===== config.mk =====
export PLATFORM = sky130hd
export DESIGN_NAME = pixel_normalize_layout_transpose_core
export DESIGN_NICKNAME = d
export VERILOG_FILES = /design/src/rtl/core/pnlt_pkg.sv /design/src/rtl/core/pixel_normalize_layout_transpose_core.sv /design/src/rtl/core/pnlt_scale.sv
export VERILOG_INCLUDE_DIRS = /design/src /design/src/rtl/core
export SDC_FILE = /design/constraint.sdc
export NUM_CORES = 2
export LEC_CHECK = 0
export ABC_AREA = 1
export BUFFER_PORTS_ARGS = -buffer_cell sky130_fd_sc_hd__buf_2
export CORE_ASPECT_RATIO = 0.9
export CORE_MARGIN = 3
export CORE_UTILIZATION = 40
export CTS_CLUSTER_SIZE = 14
export DETAILED_ROUTE_END_ITERATION = 8
export HOLD_SLACK_MARGIN = 0.02
export SLEW_MARGIN = 25
export SYNTH_ARGS = -nofsm -noshare
export SYNTH_HDL_FRONTEND = slang
export SYNTH_SLANG_ARGS = --single-unit
export TNS_END_PERCENT = 30

===== constraint.sdc =====
create_clock -name clk -period 8.1 [get_ports clk]
set_input_delay 1.62 -clock clk [delete_from_list [all_inputs] [get_ports clk]]
set_output_delay 1.62 -clock clk [all_outputs]
set_load 0.05 [all_outputs]

===== src/rtl/core/pixel_normalize_layout_transpose_core_defines.svh =====
// assertion macros for the pixel normalize core
`ifndef PIXEL_NORMALIZE_LAYOUT_TRANSPOSE_CORE_DEFINES_SVH
`define PIXEL_NORMALIZE_LAYOUT_TRANSPOSE_CORE_DEFINES_SVH
`ifndef SYNTHESIS
`define PNLT_ASSERT_IMPLY(name, clk, rst_n, ante, cons, msg) \
  name: assert property (@(posedge clk) disable iff (!rst_n) (ante) |-> (cons)) \
    else $error(msg);
`define PNLT_ASSERT_NEXT(name, clk, rst_n, ante, cons, msg) \
  name: assert property (@(posedge clk) disable iff (!rst_n) (ante) |=> (cons)) \
    else $error(msg);
`else
`define PNLT_ASSERT_IMPLY(name, clk, rst_n, ante, cons, msg)
`define PNLT_ASSERT_NEXT(name, clk, rst_n, ante, cons, msg)
`endif
`endif


===== src/rtl/core/pnlt_pkg.sv =====
`timescale 1ns / 1ps

package pnlt_pkg;

  localparam int MAX_DIM      = 1024;
  localparam int CHANNELS     = 3;
  localparam int DIM_CFG_W    = 11;
  localparam int COEF_W       = 24;
  localparam int BYTE_W       = 8;
  localparam int ADDR_W       = 22;
  localparam int VALUE_W      = 32;
  localparam int PLANE_W      = 2;
  localparam int CFG_INDEX_W  = 3;
  localparam int CFG_DATA_W   = 24;

  typedef enum logic [CFG_INDEX_W-1:0] {
    CFG_IMAGE_HEIGHT  = 3'd0,
    CFG_IMAGE_WIDTH   = 3'd1,
    CFG_PLANAR_LAYOUT = 3'd2,
    CFG_SWAP_RED_BLUE = 3'd3,
    CFG_GAIN          = 3'd4,
    CFG_BIAS          = 3'd5
  } cfg_reg_t;

  typedef logic [PLANE_W-1:0] plane_t;

  localparam plane_t PLANE_FIRST  = 2'd0;
  localparam plane_t PLANE_MIDDLE = 2'd1;
  localparam plane_t PLANE_LAST   = 2'd2;

  localparam logic [DIM_CFG_W-1:0] HEIGHT_RST = 11'd1024;
  localparam logic [DIM_CFG_W-1:0] WIDTH_RST  = 11'd1024;
  localparam logic                 PLANAR_RST = 1'b1;
  localparam logic                 SWAP_RST   = 1'b0;
  localparam logic [COEF_W-1:0]    GAIN_RST   = 24'd65536;
  localparam logic [COEF_W-1:0]    BIAS_RST   = 24'd0;

  localparam logic [VALUE_W-1:0] VALUE_MAX = 32'h7fff_ffff;
  localparam logic [VALUE_W-1:0] VALUE_MIN = 32'h8000_0000;

endpackage


===== src/rtl/core/pixel_normalize_layout_transpose_core.sv =====
`timescale 1ns / 1ps
// Pixel normalize and layout transpose core.
// Input channel: one beat carries one pixel as three stored bytes
// (in_byte_zero/one/two), in raster order. Result channel: three beats per
// pixel, channel 0 first, each with the destination element index, the
// scaled Q16.16 value (byte * gain + bias, saturated), the channel number
// and the pixel/image end flags. Both channels use valid and stall.
// Configuration: cfg_wr_en, cfg_index, cfg_wdata; write only while idle.
// The pixel beat is taken into the pixel register, and its first result then
// moves into the output register.
// The single result channel moves one element per cycle while out_stall is
// low, and so sets the pixel rate; the next pixel is taken in the same cycle
// as the third result of the current one moves into the output register.
// Reset (synchronous, rst_n low) clears the row and column counters, both
// pipeline valids and loads the default configuration.
// A stall on the result side holds the output register; the pixel register
// then holds too and in_stall rises until the pixel register can empty.
`include "pixel_normalize_layout_transpose_core_defines.svh"

module pixel_normalize_layout_transpose_core #(
  parameter int MAX_DIM = pnlt_pkg::MAX_DIM
) (
  input  logic                                 clk,
  input  logic                                 rst_n,
  input  logic                                 cfg_wr_en,
  input  logic [pnlt_pkg::CFG_INDEX_W-1:0]     cfg_index,
  input  logic [pnlt_pkg::CFG_DATA_W-1:0]      cfg_wdata,
  input  logic                                 in_valid,
  output logic                                 in_stall,
  input  logic [pnlt_pkg::BYTE_W-1:0]          in_byte_zero,
  input  logic [pnlt_pkg::BYTE_W-1:0]          in_byte_one,
  input  logic [pnlt_pkg::BYTE_W-1:0]          in_byte_two,
  output logic                                 out_valid,
  input  logic                                 out_stall,
  output logic [pnlt_pkg::ADDR_W-1:0]          out_dest_address,
  output logic [pnlt_pkg::VALUE_W-1:0]         out_scaled_value,
  output logic [pnlt_pkg::PLANE_W-1:0]         out_plane_index,
  output logic                                 out_pixel_done,
  output logic                                 out_image_done
);

  localparam int CW = (MAX_DIM > 1) ? $clog2(MAX_DIM) : 1;
  localparam int DW = $clog2(MAX_DIM + 1);
  localparam int PW = CW + DW;
  localparam int AW = 2 * DW + 2;

  // configuration registers
  logic [pnlt_pkg::DIM_CFG_W-1:0] height_r, width_r;
  logic                           planar_r, swap_r;
  logic [pnlt_pkg::COEF_W-1:0]    gain_r, bias_r;

  always_ff @(posedge clk) begin
    if (!rst_n) begin
      height_r <= pnlt_pkg::HEIGHT_RST;
      width_r  <= pnlt_pkg::WIDTH_RST;
      planar_r <= pnlt_pkg::PLANAR_RST;
      swap_r   <= pnlt_pkg::SWAP_RST;
      gain_r   <= pnlt_pkg::GAIN_RST;
      bias_r   <= pnlt_pkg::BIAS_RST;
    end else if (cfg_wr_en) begin
      case (pnlt_pkg::cfg_reg_t'(cfg_index))
        pnlt_pkg::CFG_IMAGE_HEIGHT:  height_r <= cfg_wdata[pnlt_pkg::DIM_CFG_W-1:0];
        pnlt_pkg::CFG_IMAGE_WIDTH:   width_r  <= cfg_wdata[pnlt_pkg::DIM_CFG_W-1:0];
        pnlt_pkg::CFG_PLANAR_LAYOUT: planar_r <= cfg_wdata[0];
        pnlt_pkg::CFG_SWAP_RED_BLUE: swap_r   <= cfg_wdata[0];
        pnlt_pkg::CFG_GAIN:          gain_r   <= cfg_wdata;
        pnlt_pkg::CFG_BIAS:          bias_r   <= cfg_wdata;
        default: ;
      endcase
    end
  end

  // clamped dimensions
  logic [DW-1:0] eff_h, eff_w;

  always_comb begin
    if (height_r == '0) begin
      eff_h = DW'(1);
    end else if (32'(height_r) > 32'(MAX_DIM)) begin
      eff_h = DW'(MAX_DIM);
    end else begin
      eff_h = DW'(height_r);
    end
    if (width_r == '0) begin
      eff_w = DW'(1);
    end else if (32'(width_r) > 32'(MAX_DIM)) begin
      eff_w = DW'(MAX_DIM);
    end else begin
      eff_w = DW'(width_r);
    end
  end

  // plane size, used only once a pixel is in flight
  logic [2*DW-1:0] plane_size_r;

  always_ff @(posedge clk) begin
    plane_size_r <= (2*DW)'(eff_h) * (2*DW)'(eff_w);
  end

  // handshake
  logic            out_valid_r;
  logic            px_valid_r;
  pnlt_pkg::plane_t ch_r;
  logic            advance;
  logic            in_take;
  logic            px_last_beat;

  assign advance      = !out_valid_r || !out_stall;
  assign px_last_beat = advance && (ch_r == pnlt_pkg::PLANE_LAST);
  assign in_stall     = px_valid_r && !px_last_beat;
  assign in_take      = in_valid && !in_stall;

  // position counters
  logic [CW-1:0] row_r, col_r, row_nxt, col_nxt;
  logic [DW:0]   col_inc, row_inc;
  logic          last_col, last_row;

  assign col_inc  = (DW+1)'(col_r) + (DW+1)'(1);
  assign row_inc  = (DW+1)'(row_r) + (DW+1)'(1);
  assign last_col = col_inc >= (DW+1)'(eff_w);
  assign last_row = row_inc >= (DW+1)'(eff_h);

  always_comb begin
    row_nxt = row_r;
    col_nxt = CW'(col_inc);
    if (last_col) begin
      col_nxt = '0;
      row_nxt = last_row ? '0 : CW'(row_inc);
    end
  end

  always_ff @(posedge clk) begin
    if (!rst_n) begin
      row_r <= '0;
      col_r <= '0;
    end else if (in_take) begin
      row_r <= row_nxt;
      col_r <= col_nxt;
    end
  end

  // pixel register
  logic [pnlt_pkg::BYTE_W-1:0] b0_r, b1_r, b2_r;
  logic [PW-1:0]               pix_r;
  logic                        img_last_r;

  always_ff @(posedge clk) begin
    if (in_take) begin
      b0_r       <= in_byte_zero;
      b1_r       <= in_byte_one;
      b2_r       <= in_byte_two;
      pix_r      <= PW'(row_r) * PW'(eff_w) + PW'(col_r);
      img_last_r <= last_col && last_row;
    end
  end

  always_ff @(posedge clk) begin
    if (!rst_n) begin
      px_valid_r <= 1'b0;
      ch_r       <= pnlt_pkg::PLANE_FIRST;
    end else begin
      if (in_take) begin
        px_valid_r <= 1'b1;
      end else if (px_valid_r && px_last_beat) begin
        px_valid_r <= 1'b0;
      end
      if (px_valid_r && advance) begin
        ch_r <= (ch_r == pnlt_pkg::PLANE_LAST) ? pnlt_pkg::PLANE_FIRST
                                               : ch_r + pnlt_pkg::plane_t'(1);
      end
    end
  end

  // per-channel result
  logic [pnlt_pkg::BYTE_W-1:0]  sample;
  logic [pnlt_pkg::VALUE_W-1:0] value;
  logic [AW-1:0]                plane_off, addr;

  always_comb begin
    case (ch_r)
      pnlt_pkg::PLANE_FIRST:  sample = swap_r ? b2_r : b0_r;
      pnlt_pkg::PLANE_MIDDLE: sample = b1_r;
      default:                sample = swap_r ? b0_r : b2_r;
    endcase
    case (ch_r)
      pnlt_pkg::PLANE_FIRST:  plane_off = '0;
      pnlt_pkg::PLANE_MIDDLE: plane_off = AW'(plane_size_r);
      default:                plane_off = AW'({plane_size_r, 1'b0});
    endcase
    if (planar_r) begin
      addr = AW'(pix_r) + plane_off;
    end else begin
      addr = AW'({pix_r, 1'b0}) + AW'(pix_r) + AW'(ch_r);
    end
  end

  pnlt_scale u_scale (
    .sample (sample),
    .gain   (gain_r),
    .bias   (bias_r),
    .value  (value)
  );

  // output register
  logic [pnlt_pkg::ADDR_W-1:0]  addr_r;
  logic [pnlt_pkg::VALUE_W-1:0] value_r;
  pnlt_pkg::plane_t             plane_r;
  logic                         pixel_done_r, image_done_r;

  always_ff @(posedge clk) begin
    if (!rst_n) begin
      out_valid_r <= 1'b0;
    end else if (advance) begin
      out_valid_r <= px_valid_r;
    end
  end

  always_ff @(posedge clk) begin
    if (advance && px_valid_r) begin
      addr_r       <= addr[pnlt_pkg::ADDR_W-1:0];
      value_r      <= value;
      plane_r      <= ch_r;
      pixel_done_r <= (ch_r == pnlt_pkg::PLANE_LAST);
      image_done_r <= (ch_r == pnlt_pkg::PLANE_LAST) && img_last_r;
    end
  end

  assign out_valid        = out_valid_r;
  assign out_dest_address = addr_r;
  assign out_scaled_value = value_r;
  assign out_plane_index  = plane_r;
  assign out_pixel_done   = pixel_done_r;
  assign out_image_done   = image_done_r;

  `PNLT_ASSERT_NEXT(a_take_starts_first, clk, rst_n, in_take, px_valid_r && (ch_r == pnlt_pkg::PLANE_FIRST), "pixel not loaded at first channel")
  `PNLT_ASSERT_IMPLY(a_image_done_on_pixel_done, clk, rst_n, out_valid_r && image_done_r, pixel_done_r, "image end without pixel end")
  `PNLT_ASSERT_IMPLY(a_done_on_last_plane, clk, rst_n, out_valid_r, pixel_done_r == (plane_r == pnlt_pkg::PLANE_LAST), "pixel end flag off its channel")
  `PNLT_ASSERT_NEXT(a_pixel_held_mid, clk, rst_n, out_valid_r && !out_stall && (plane_r != pnlt_pkg::PLANE_LAST), px_valid_r || out_valid_r, "pixel dropped before its last channel")

endmodule


===== src/rtl/core/pnlt_scale.sv =====
`timescale 1ns / 1ps

module pnlt_scale (
  input  logic [pnlt_pkg::BYTE_W-1:0]  sample,
  input  logic [pnlt_pkg::COEF_W-1:0]  gain,
  input  logic [pnlt_pkg::COEF_W-1:0]  bias,
  output logic [pnlt_pkg::VALUE_W-1:0] value
);

  logic signed [32:0] prod;
  logic signed [33:0] sum;

  assign prod = $signed({25'd0, sample}) * $signed({{9{gain[23]}}, gain});
  assign sum  = $signed({prod[32], prod}) + $signed({{10{bias[23]}}, bias});

  // saturate to signed 32 bits
  always_comb begin
    if ((sum[33:31] == 3'b000) || (sum[33:31] == 3'b111)) begin
      value = sum[31:0];
    end else if (sum[33]) begin
      value = pnlt_pkg::VALUE_MIN;
    end else begin
      value = pnlt_pkg::VALUE_MAX;
    end
  end

endmodule


# Yosys cells after proc, flatten, opt, wreduce, memory -nomap -nowiden
# Index checks and enable logic that the tools add are counted.
[word_totals]
register_bits = 222
wordCells = 87
[classes]
add_sub_neg = 8
multipliers = 3
order_cmp = 4
n_eq_ne = 8
muxes = 16
n_reduce_logical = 26
[ops]
columns = ["operator", "n"]
rows = [
  ["32-bit two-way mux", 2],
  ["11-bit two-way mux", 4],
  ["22-bit one-hot mux with 2 select lines", 1],
  ["33-bit by 24-bit adder with 34-bit output", 1],
  ["9-bit by 24-bit multiplier with 33-bit output", 1],
  ["10-bit by 1-bit adder with 11-bit output, second input constant", 2],
  ["21-bit by 22-bit adder with 22-bit output", 1],
  ["22-bit by 2-bit adder with 22-bit output", 1],
  ["22-bit by 21-bit adder with 22-bit output", 1],
  ["11-bit >= comparator", 2],
  ["11-bit > comparator, second input constant", 2],
  ["11-bit logical NOT", 2],
  ["11-bit by 11-bit multiplier with 22-bit output", 1],
  ["22-bit two-way mux", 1],
  ["21-bit by 10-bit adder with 21-bit output", 1],
  ["10-bit by 11-bit multiplier with 21-bit output", 1],
  ["10-bit two-way mux", 2],
  ["8-bit two-way mux", 2],
  ["8-bit one-hot mux with 2 select lines", 1],
  ["2-bit AND reduction", 7],
  ["3-bit == test, second input constant", 3],
  ["1-bit logical AND", 7],
  ["3-bit by 2-bit == test with 1-bit output, second input constant", 2],
  ["3-bit logical NOT", 2],
  ["10 further kinds", 15],
]

# Depth between registers and ports, before layout
[logic_depth]
depth_word = 8
ltp_mapped = 35
mapped_depth_nobuf = 31

# Modules after synthesis
# A second synthesis with hierarchy kept.
[hier_totals]
cells_unflattened = 3833
hier_area_um2 = 28625.0
[modules_own_cells]
columns = ["module", "instances", "cells_per_inst", "area_each_um2", "seq_area_each_um2"]
rows = [
  ["pixel_normalize_layout_transpose_core", 1, 2572, 19904.1, 5485.3],
  ["pnlt_scale", 1, 1261, 8720.9, 0.0],
]

# Least setup slack after synthesis
# No wires, ideal clock.
[synth_timing]
kind = "reg-to-reg"
from = "register ch_r[1]"
to = "register value_r (netlist bit out_scaled_value[14]) (data pin)"
setup_ns = 0.252
t_arrival_ns = 5.601
required_time_ns = 7.848
slack_ns = 2.247
stages_incl_launch_ff = 32
synth_period_minus_slack_ns = 5.853
cell_sequence = "dfxtp_1 buf_4 inv_2 nand2_1 clkbuf_1 or2_2 nand3_1 inv_1 buf_2 nand2_1 fa_1 inv_1 fa_1 fa_1 fa_1 inv_1 fa_1 inv_1 ha_1 nand2_1 inv_1 a21oi_1 nand2_1 a21oi_1 nand2_1 nand2_1 nand2_1 nand2_1 nand2_2 buf_6 nand2_1 nand2_1"
[synth_via]
elab_chain_cells = 7
word_cells_on_any_way = 10
[synth_lines]
columns = ["element", "line_no", "text"]
rows = [
  ["start, declared", "pixel_normalize_layout_transpose_core.sv:103", "pnlt_pkg::plane_t ch_r;"],
  ["start signal, assigned", "pixel_normalize_layout_transpose_core.sv:160", "ch_r <= pnlt_pkg::PLANE_FIRST;"],
  ["start signal, assigned", "pixel_normalize_layout_transpose_core.sv:168", "ch_r <= (ch_r == pnlt_pkg::PLANE_LAST) ? pnlt_pkg::PLANE_FIRST"],
  ["2-bit by 1-bit == test with 1-bit output or 2-bit logical NOT (tied branches)", "pixel_normalize_layout_transpose_core.sv:180", "case (ch_r)"],
  ["8-bit one-hot mux with 2 select lines *", "pixel_normalize_layout_transpose_core.sv:180", ""],
  ["9-bit by 24-bit multiplier with 33-bit output *", "pnlt_scale.sv:13", "assign prod = $signed({25'd0, sample}) * $signed({{9{gain[23]}}, gain});"],
  ["33-bit by 24-bit adder with 34-bit output *", "pnlt_scale.sv:14", "assign sum = $signed({prod[32], prod}) + $signed({{10{bias[23]}}, bias});"],
  ["3-bit == test or 3-bit logical NOT (tied branches)", "pnlt_scale.sv:18", "if ((sum[33:31] == 3'b000) || (sum[33:31] == 3'b111)) begin"],
  ["1-bit logical OR", "pnlt_scale.sv:18", ""],
  ["32-bit two-way mux *", "pnlt_scale.sv:18", ""],
  ["net u_scale.value (one bit)", "pnlt_scale.sv:7", "output logic [pnlt_pkg::VALUE_W-1:0] value"],
  ["end signal, assigned", "pixel_normalize_layout_transpose_core.sv:221", "value_r <= value;"],
  ["end, declared", "pixel_normalize_layout_transpose_core.sv:206", "logic [pnlt_pkg::VALUE_W-1:0] value_r;"],
]
# Mark *: on every way through the listed nets, which the timed path passes. The rest lies on a longest branch.
# A chain may end at the register's enable or synchronous reset.

# Worst setup path after layout
[layout_timing]
from = "register ch_r[1]"
to = "register value_r (netlist bit out_scaled_value[9]) (data pin)"
# Same word-level chain as after synthesis.

==> flow_metrics.env <==
export IMPL_status="complete, no violations"
export IMPL_report_final_slew_viol_count=0
export IMPL_buffer_ports_inserted=115
export IMPL_numCtsBuffers=29
export IMPL_dpl_hpwl_um=62300
export IMPL_fin_skew_ns=0.0175
export IMPL_grt_pass1_vias=21095
export IMPL_routedWlPerCell_um=17.2
export IMPL_setup_viol=0
export IMPL_cts_tree="yes"
export IMPL_ys_flop_type="dfxtp_1"
export IMPL_yosysTopAreaCellShare=0.252
export IMPL_gp_congestion=0.915
export IMPL_hold_path_depth=2
export IMPL_placed_area_um2=28800
export IMPL_p_int_mw=2.57
export IMPL_clock_latency_ns=0.59
export IMPL_avgSynthCellArea_um2=7.90
export IMPL_p_leak_nw=15.5
export IMPL_crit_buf_inv=7
export IMPL_path_class="flip-flop to flip-flop"
export IMPL_clkTransAtPathRegs_ns=0.06
export IMPL_ir_drop_v=0.000114
export IMPL_vias=22326
export IMPL_maxCapViolations=0
export IMPL_cts_setup_buffers=0
export IMPL_final_cells=4442
export IMPL_grt_antenna_before_repair=0
export IMPL_syn_area_um2=27300
export IMPL_crit_family="adder cells"
export IMPL_worst_pin_slew_ns=0.976
export IMPL_slowest_stage="fa_1"
export IMPL_grt_pass1_wl_um=120000
export IMPL_hold_end="height_r[7]$_SDFFE_PN0P_"
export IMPL_r2r_start="ch_r[1]$_SDFFE_PN0P_"
export IMPL_crit_path_max_incr_delay_ns=0.68
export IMPL_chipHeight_um=254
export IMPL_yosysSeqAreaShare=0.201
export IMPL_die_area_um2=71400
export IMPL_core_area_um2=67300
export IMPL_yosysTopAreaCell="fa_1"
export IMPL_ff2ff_path_depth=28
export IMPL_fin_crit_sh=0.887
export IMPL_grt_max_degree=64
export IMPL_final_area_um2=29800
export IMPL_io_pins=116
export IMPL_viasPerCell=5.03
export IMPL_ys_types=47
export IMPL_cp_required_ns=8.41
export IMPL_power_share_clock=0.313
export IMPL_grt_util_all_layers=0.213
export IMPL_cts_resized=0
export IMPL_end_kind="flip-flop"
export IMPL_crit_top_cell="nand2_1"
export IMPL_r2r_slack_ns=0.92
export IMPL_cellPowerDensity_nw_per_um2=144
export IMPL_rsz0062_at_grt="false"
export IMPL_dp_cells=4389
export IMPL_dieWidth_um=281
export IMPL_p_sw_frac=0.399
export IMPL_synthArstFlopShare=0
export IMPL_hold_start="height_r[7]$_SDFFE_PN0P_"
export IMPL_p_comb_frac=0.369
export IMPL_syn_to_final_growth_pct=9.00
export IMPL_start_util=0.405
export IMPL_synthMostInstantiatedCell="nand2_1"
export IMPL_synth_seq_cells=222
export IMPL_arrival_ns=7.49
export IMPL_synth_cells=3454
export IMPL_clk_path_buf_depth=3
export IMPL_drtIter0Drc=1845
export IMPL_max_freq_mhz=139
export IMPL_syn_num_nets=4133
export IMPL_period_minus_slack_ns=7.18
export IMPL_tns_ns=0
export IMPL_rows=90
export IMPL_numClockSinks=222
export IMPL_wirelength_um=76400
export IMPL_p_switching_mw=1.70
export IMPL_hold_path_class="flip-flop to flip-flop"
export IMPL_grt_overflow=0
export IMPL_cts_root_buf="clkbuf_16"
export IMPL_slew_headroom=0.349
export IMPL_drtPass1Iterations=5
export IMPL_finalHoldViolCount=0
export IMPL_seqPwrFrac=0.319
export IMPL_rr_endpoint="out_scaled_value[9]$_DFFE_PP_"
export IMPL_cts_hold_buf=0
export IMPL_drc=0
export IMPL_start_kind="flip-flop"
export IMPL_h_tree_depth=1
export IMPL_crit_fanout=31
export IMPL_nNetsFinal=4225
export IMPL_synth_edf_count=104
export IMPL_ys_warn_count=0
export IMPL_ant_nets=0
export IMPL_drive_gt1_frac=0.0628
export IMPL_cp_depth=28
export IMPL_netlist_top_cells_count="701 x nand2_1, 681 x inv_1, 395 x nor2_1, 344 x fa_1, 279 x ha_1"
export IMPL_synth_area_leaders="fa_1 25%, ha_1 13%, edfxtp_1 11%, nand2_1 9.6%, inv_1 9.4%"
export IMPL_diodes=0
-- registers in the layout (all words and copies together), names as in the netlist, 2 cells and up --
signal and cells:
out_scaled_value 32, bias_r 24, gain_r 24, out_dest_address 22
plane_size_r 22, pix_r 21, height_r 11, width_r 11
col_r 10, row_r 10, b0_r 8, b1_r 8
b2_r 8, ch_r 2, out_plane_index 2
-- cell usage in the layout (no fill, tap or decap), drive strengths merged, types with 3 or more instances in the layout --
cell / Yosys / layout
o21a: 18 / 18
edfxtp: 104 / 104
dfxtp: 118 / 118
o211ai: 7 / 7
a31oi: 8 / 8
nand3b: 3 / 3
clkinv: 10 / 20
xnor2: 26 / 26
a21o: 8 / 8
nor4: 4 / 4
buf: 34 / 141
a21oi: 223 / 223
nor3: 19 / 19
nor2: 398 / 398
o21ai: 161 / 161
nand4: 24 / 24
fa: 344 / 344
nand3: 105 / 105
a211oi: 4 / 4
inv: 686 / 688
o22ai: 21 / 21
o21bai: 17 / 17
nand2: 716 / 716
or2: 6 / 6
clkbuf: 46 / 36
ha: 279 / 279
xor2: 53 / 53
bufinv: 0 / 3
-- per-stage QoR --
step / power [mW] / utilization / worst slack, ns / hold slack [ns]
4_1_cts: 4.30 / 0.442 / 0.953 / 0.484
3_3_place_gp: 2.94 / 0.427 / 1.05 / 0.470
5_1_grt: 4.55 / 0.442 / 0.327 / 0.506
6_report: 4.27 / 0.442 / 0.919 / 0.483
2_1_floorplan: 2.54 / - / 2.25 / 0.449
3_5_place_dp: 2.94 / 0.427 / 0.946 / 0.476
-- worst max path at each step --
stage | start | endpoint | slack, ns
final | ch_r[1]$_SDFFE_PN0P_ | out_scaled_value[9]$_DFFE_PP_ | 0.92
after floorplan | ch_r[1]$_SDFFE_PN0P_ | out_scaled_value[14]$_DFFE_PP_ | 2.25
after CTS | ch_r[1]$_SDFFE_PN0P_ | out_scaled_value[3]$_DFFE_PP_ | 0.95
after global placement | ch_r[1]$_SDFFE_PN0P_ | out_scaled_value[2]$_DFFE_PP_ | 1.05
after detailed placement | ch_r[1]$_SDFFE_PN0P_ | out_scaled_value[23]$_DFFE_PP_ | 0.95
after global routing | ch_r[1]$_SDFFE_PN0P_ | out_scaled_value[4]$_DFFE_PP_ | 0.33
-- worst register-to-register path, delay by kind of cell (launching register included) --
family,cells,cell delay (ns)
adder cells (fa/ha/maj),6,3.07
AND/OR/NAND/NOR,13,1.57
AO/OA/AOI/OAI,2,0.37
flip-flops,1,0.62
buffers and inverters,7,1.31
-- layer usage --
| layer | share of wire | global-route usage |
|---|---|---|
| met1 | 0.52 | 0.347 |
| met2 | 0.39 | 0.296 |
| met3 | 0.074 | 0.0342 |
| met4 | 0.017 | 0.0374 |
| met5 | 0 | 0 |
-- power by group through the flow --
stage	Sequential, mW	Combinational, mW	Clock (mW)
floorplan	1.55	0.986	0
global placement	1.38	1.55	0
detailed placement	1.38	1.56	0
CTS	1.36	1.57	1.38
global route	1.37	1.77	1.42
finish	1.36	1.57	1.34
-- kinds of logic after synthesis --
group	after synthesis	synth area share
buf+inv	776	0.110
flops	222	0.201
simple gates	1278	0.189
compound gates	476	0.0949
fa+ha+maj	623	0.380
xor+xnor	79	0.0253
-- layout make-up --
cell class	count	area [um2]
Clock buffer	36	793
Inverter	696	2610
Fill cell	6834	37600
Clock inverter	17	180
Tap cell	874	1090
Sequential cell	222	5490
Timing Repair Buffer	141	771
Multi-Input combinational cell	2456	18800
No activity file was read; power rests on OpenSTA's default activity.
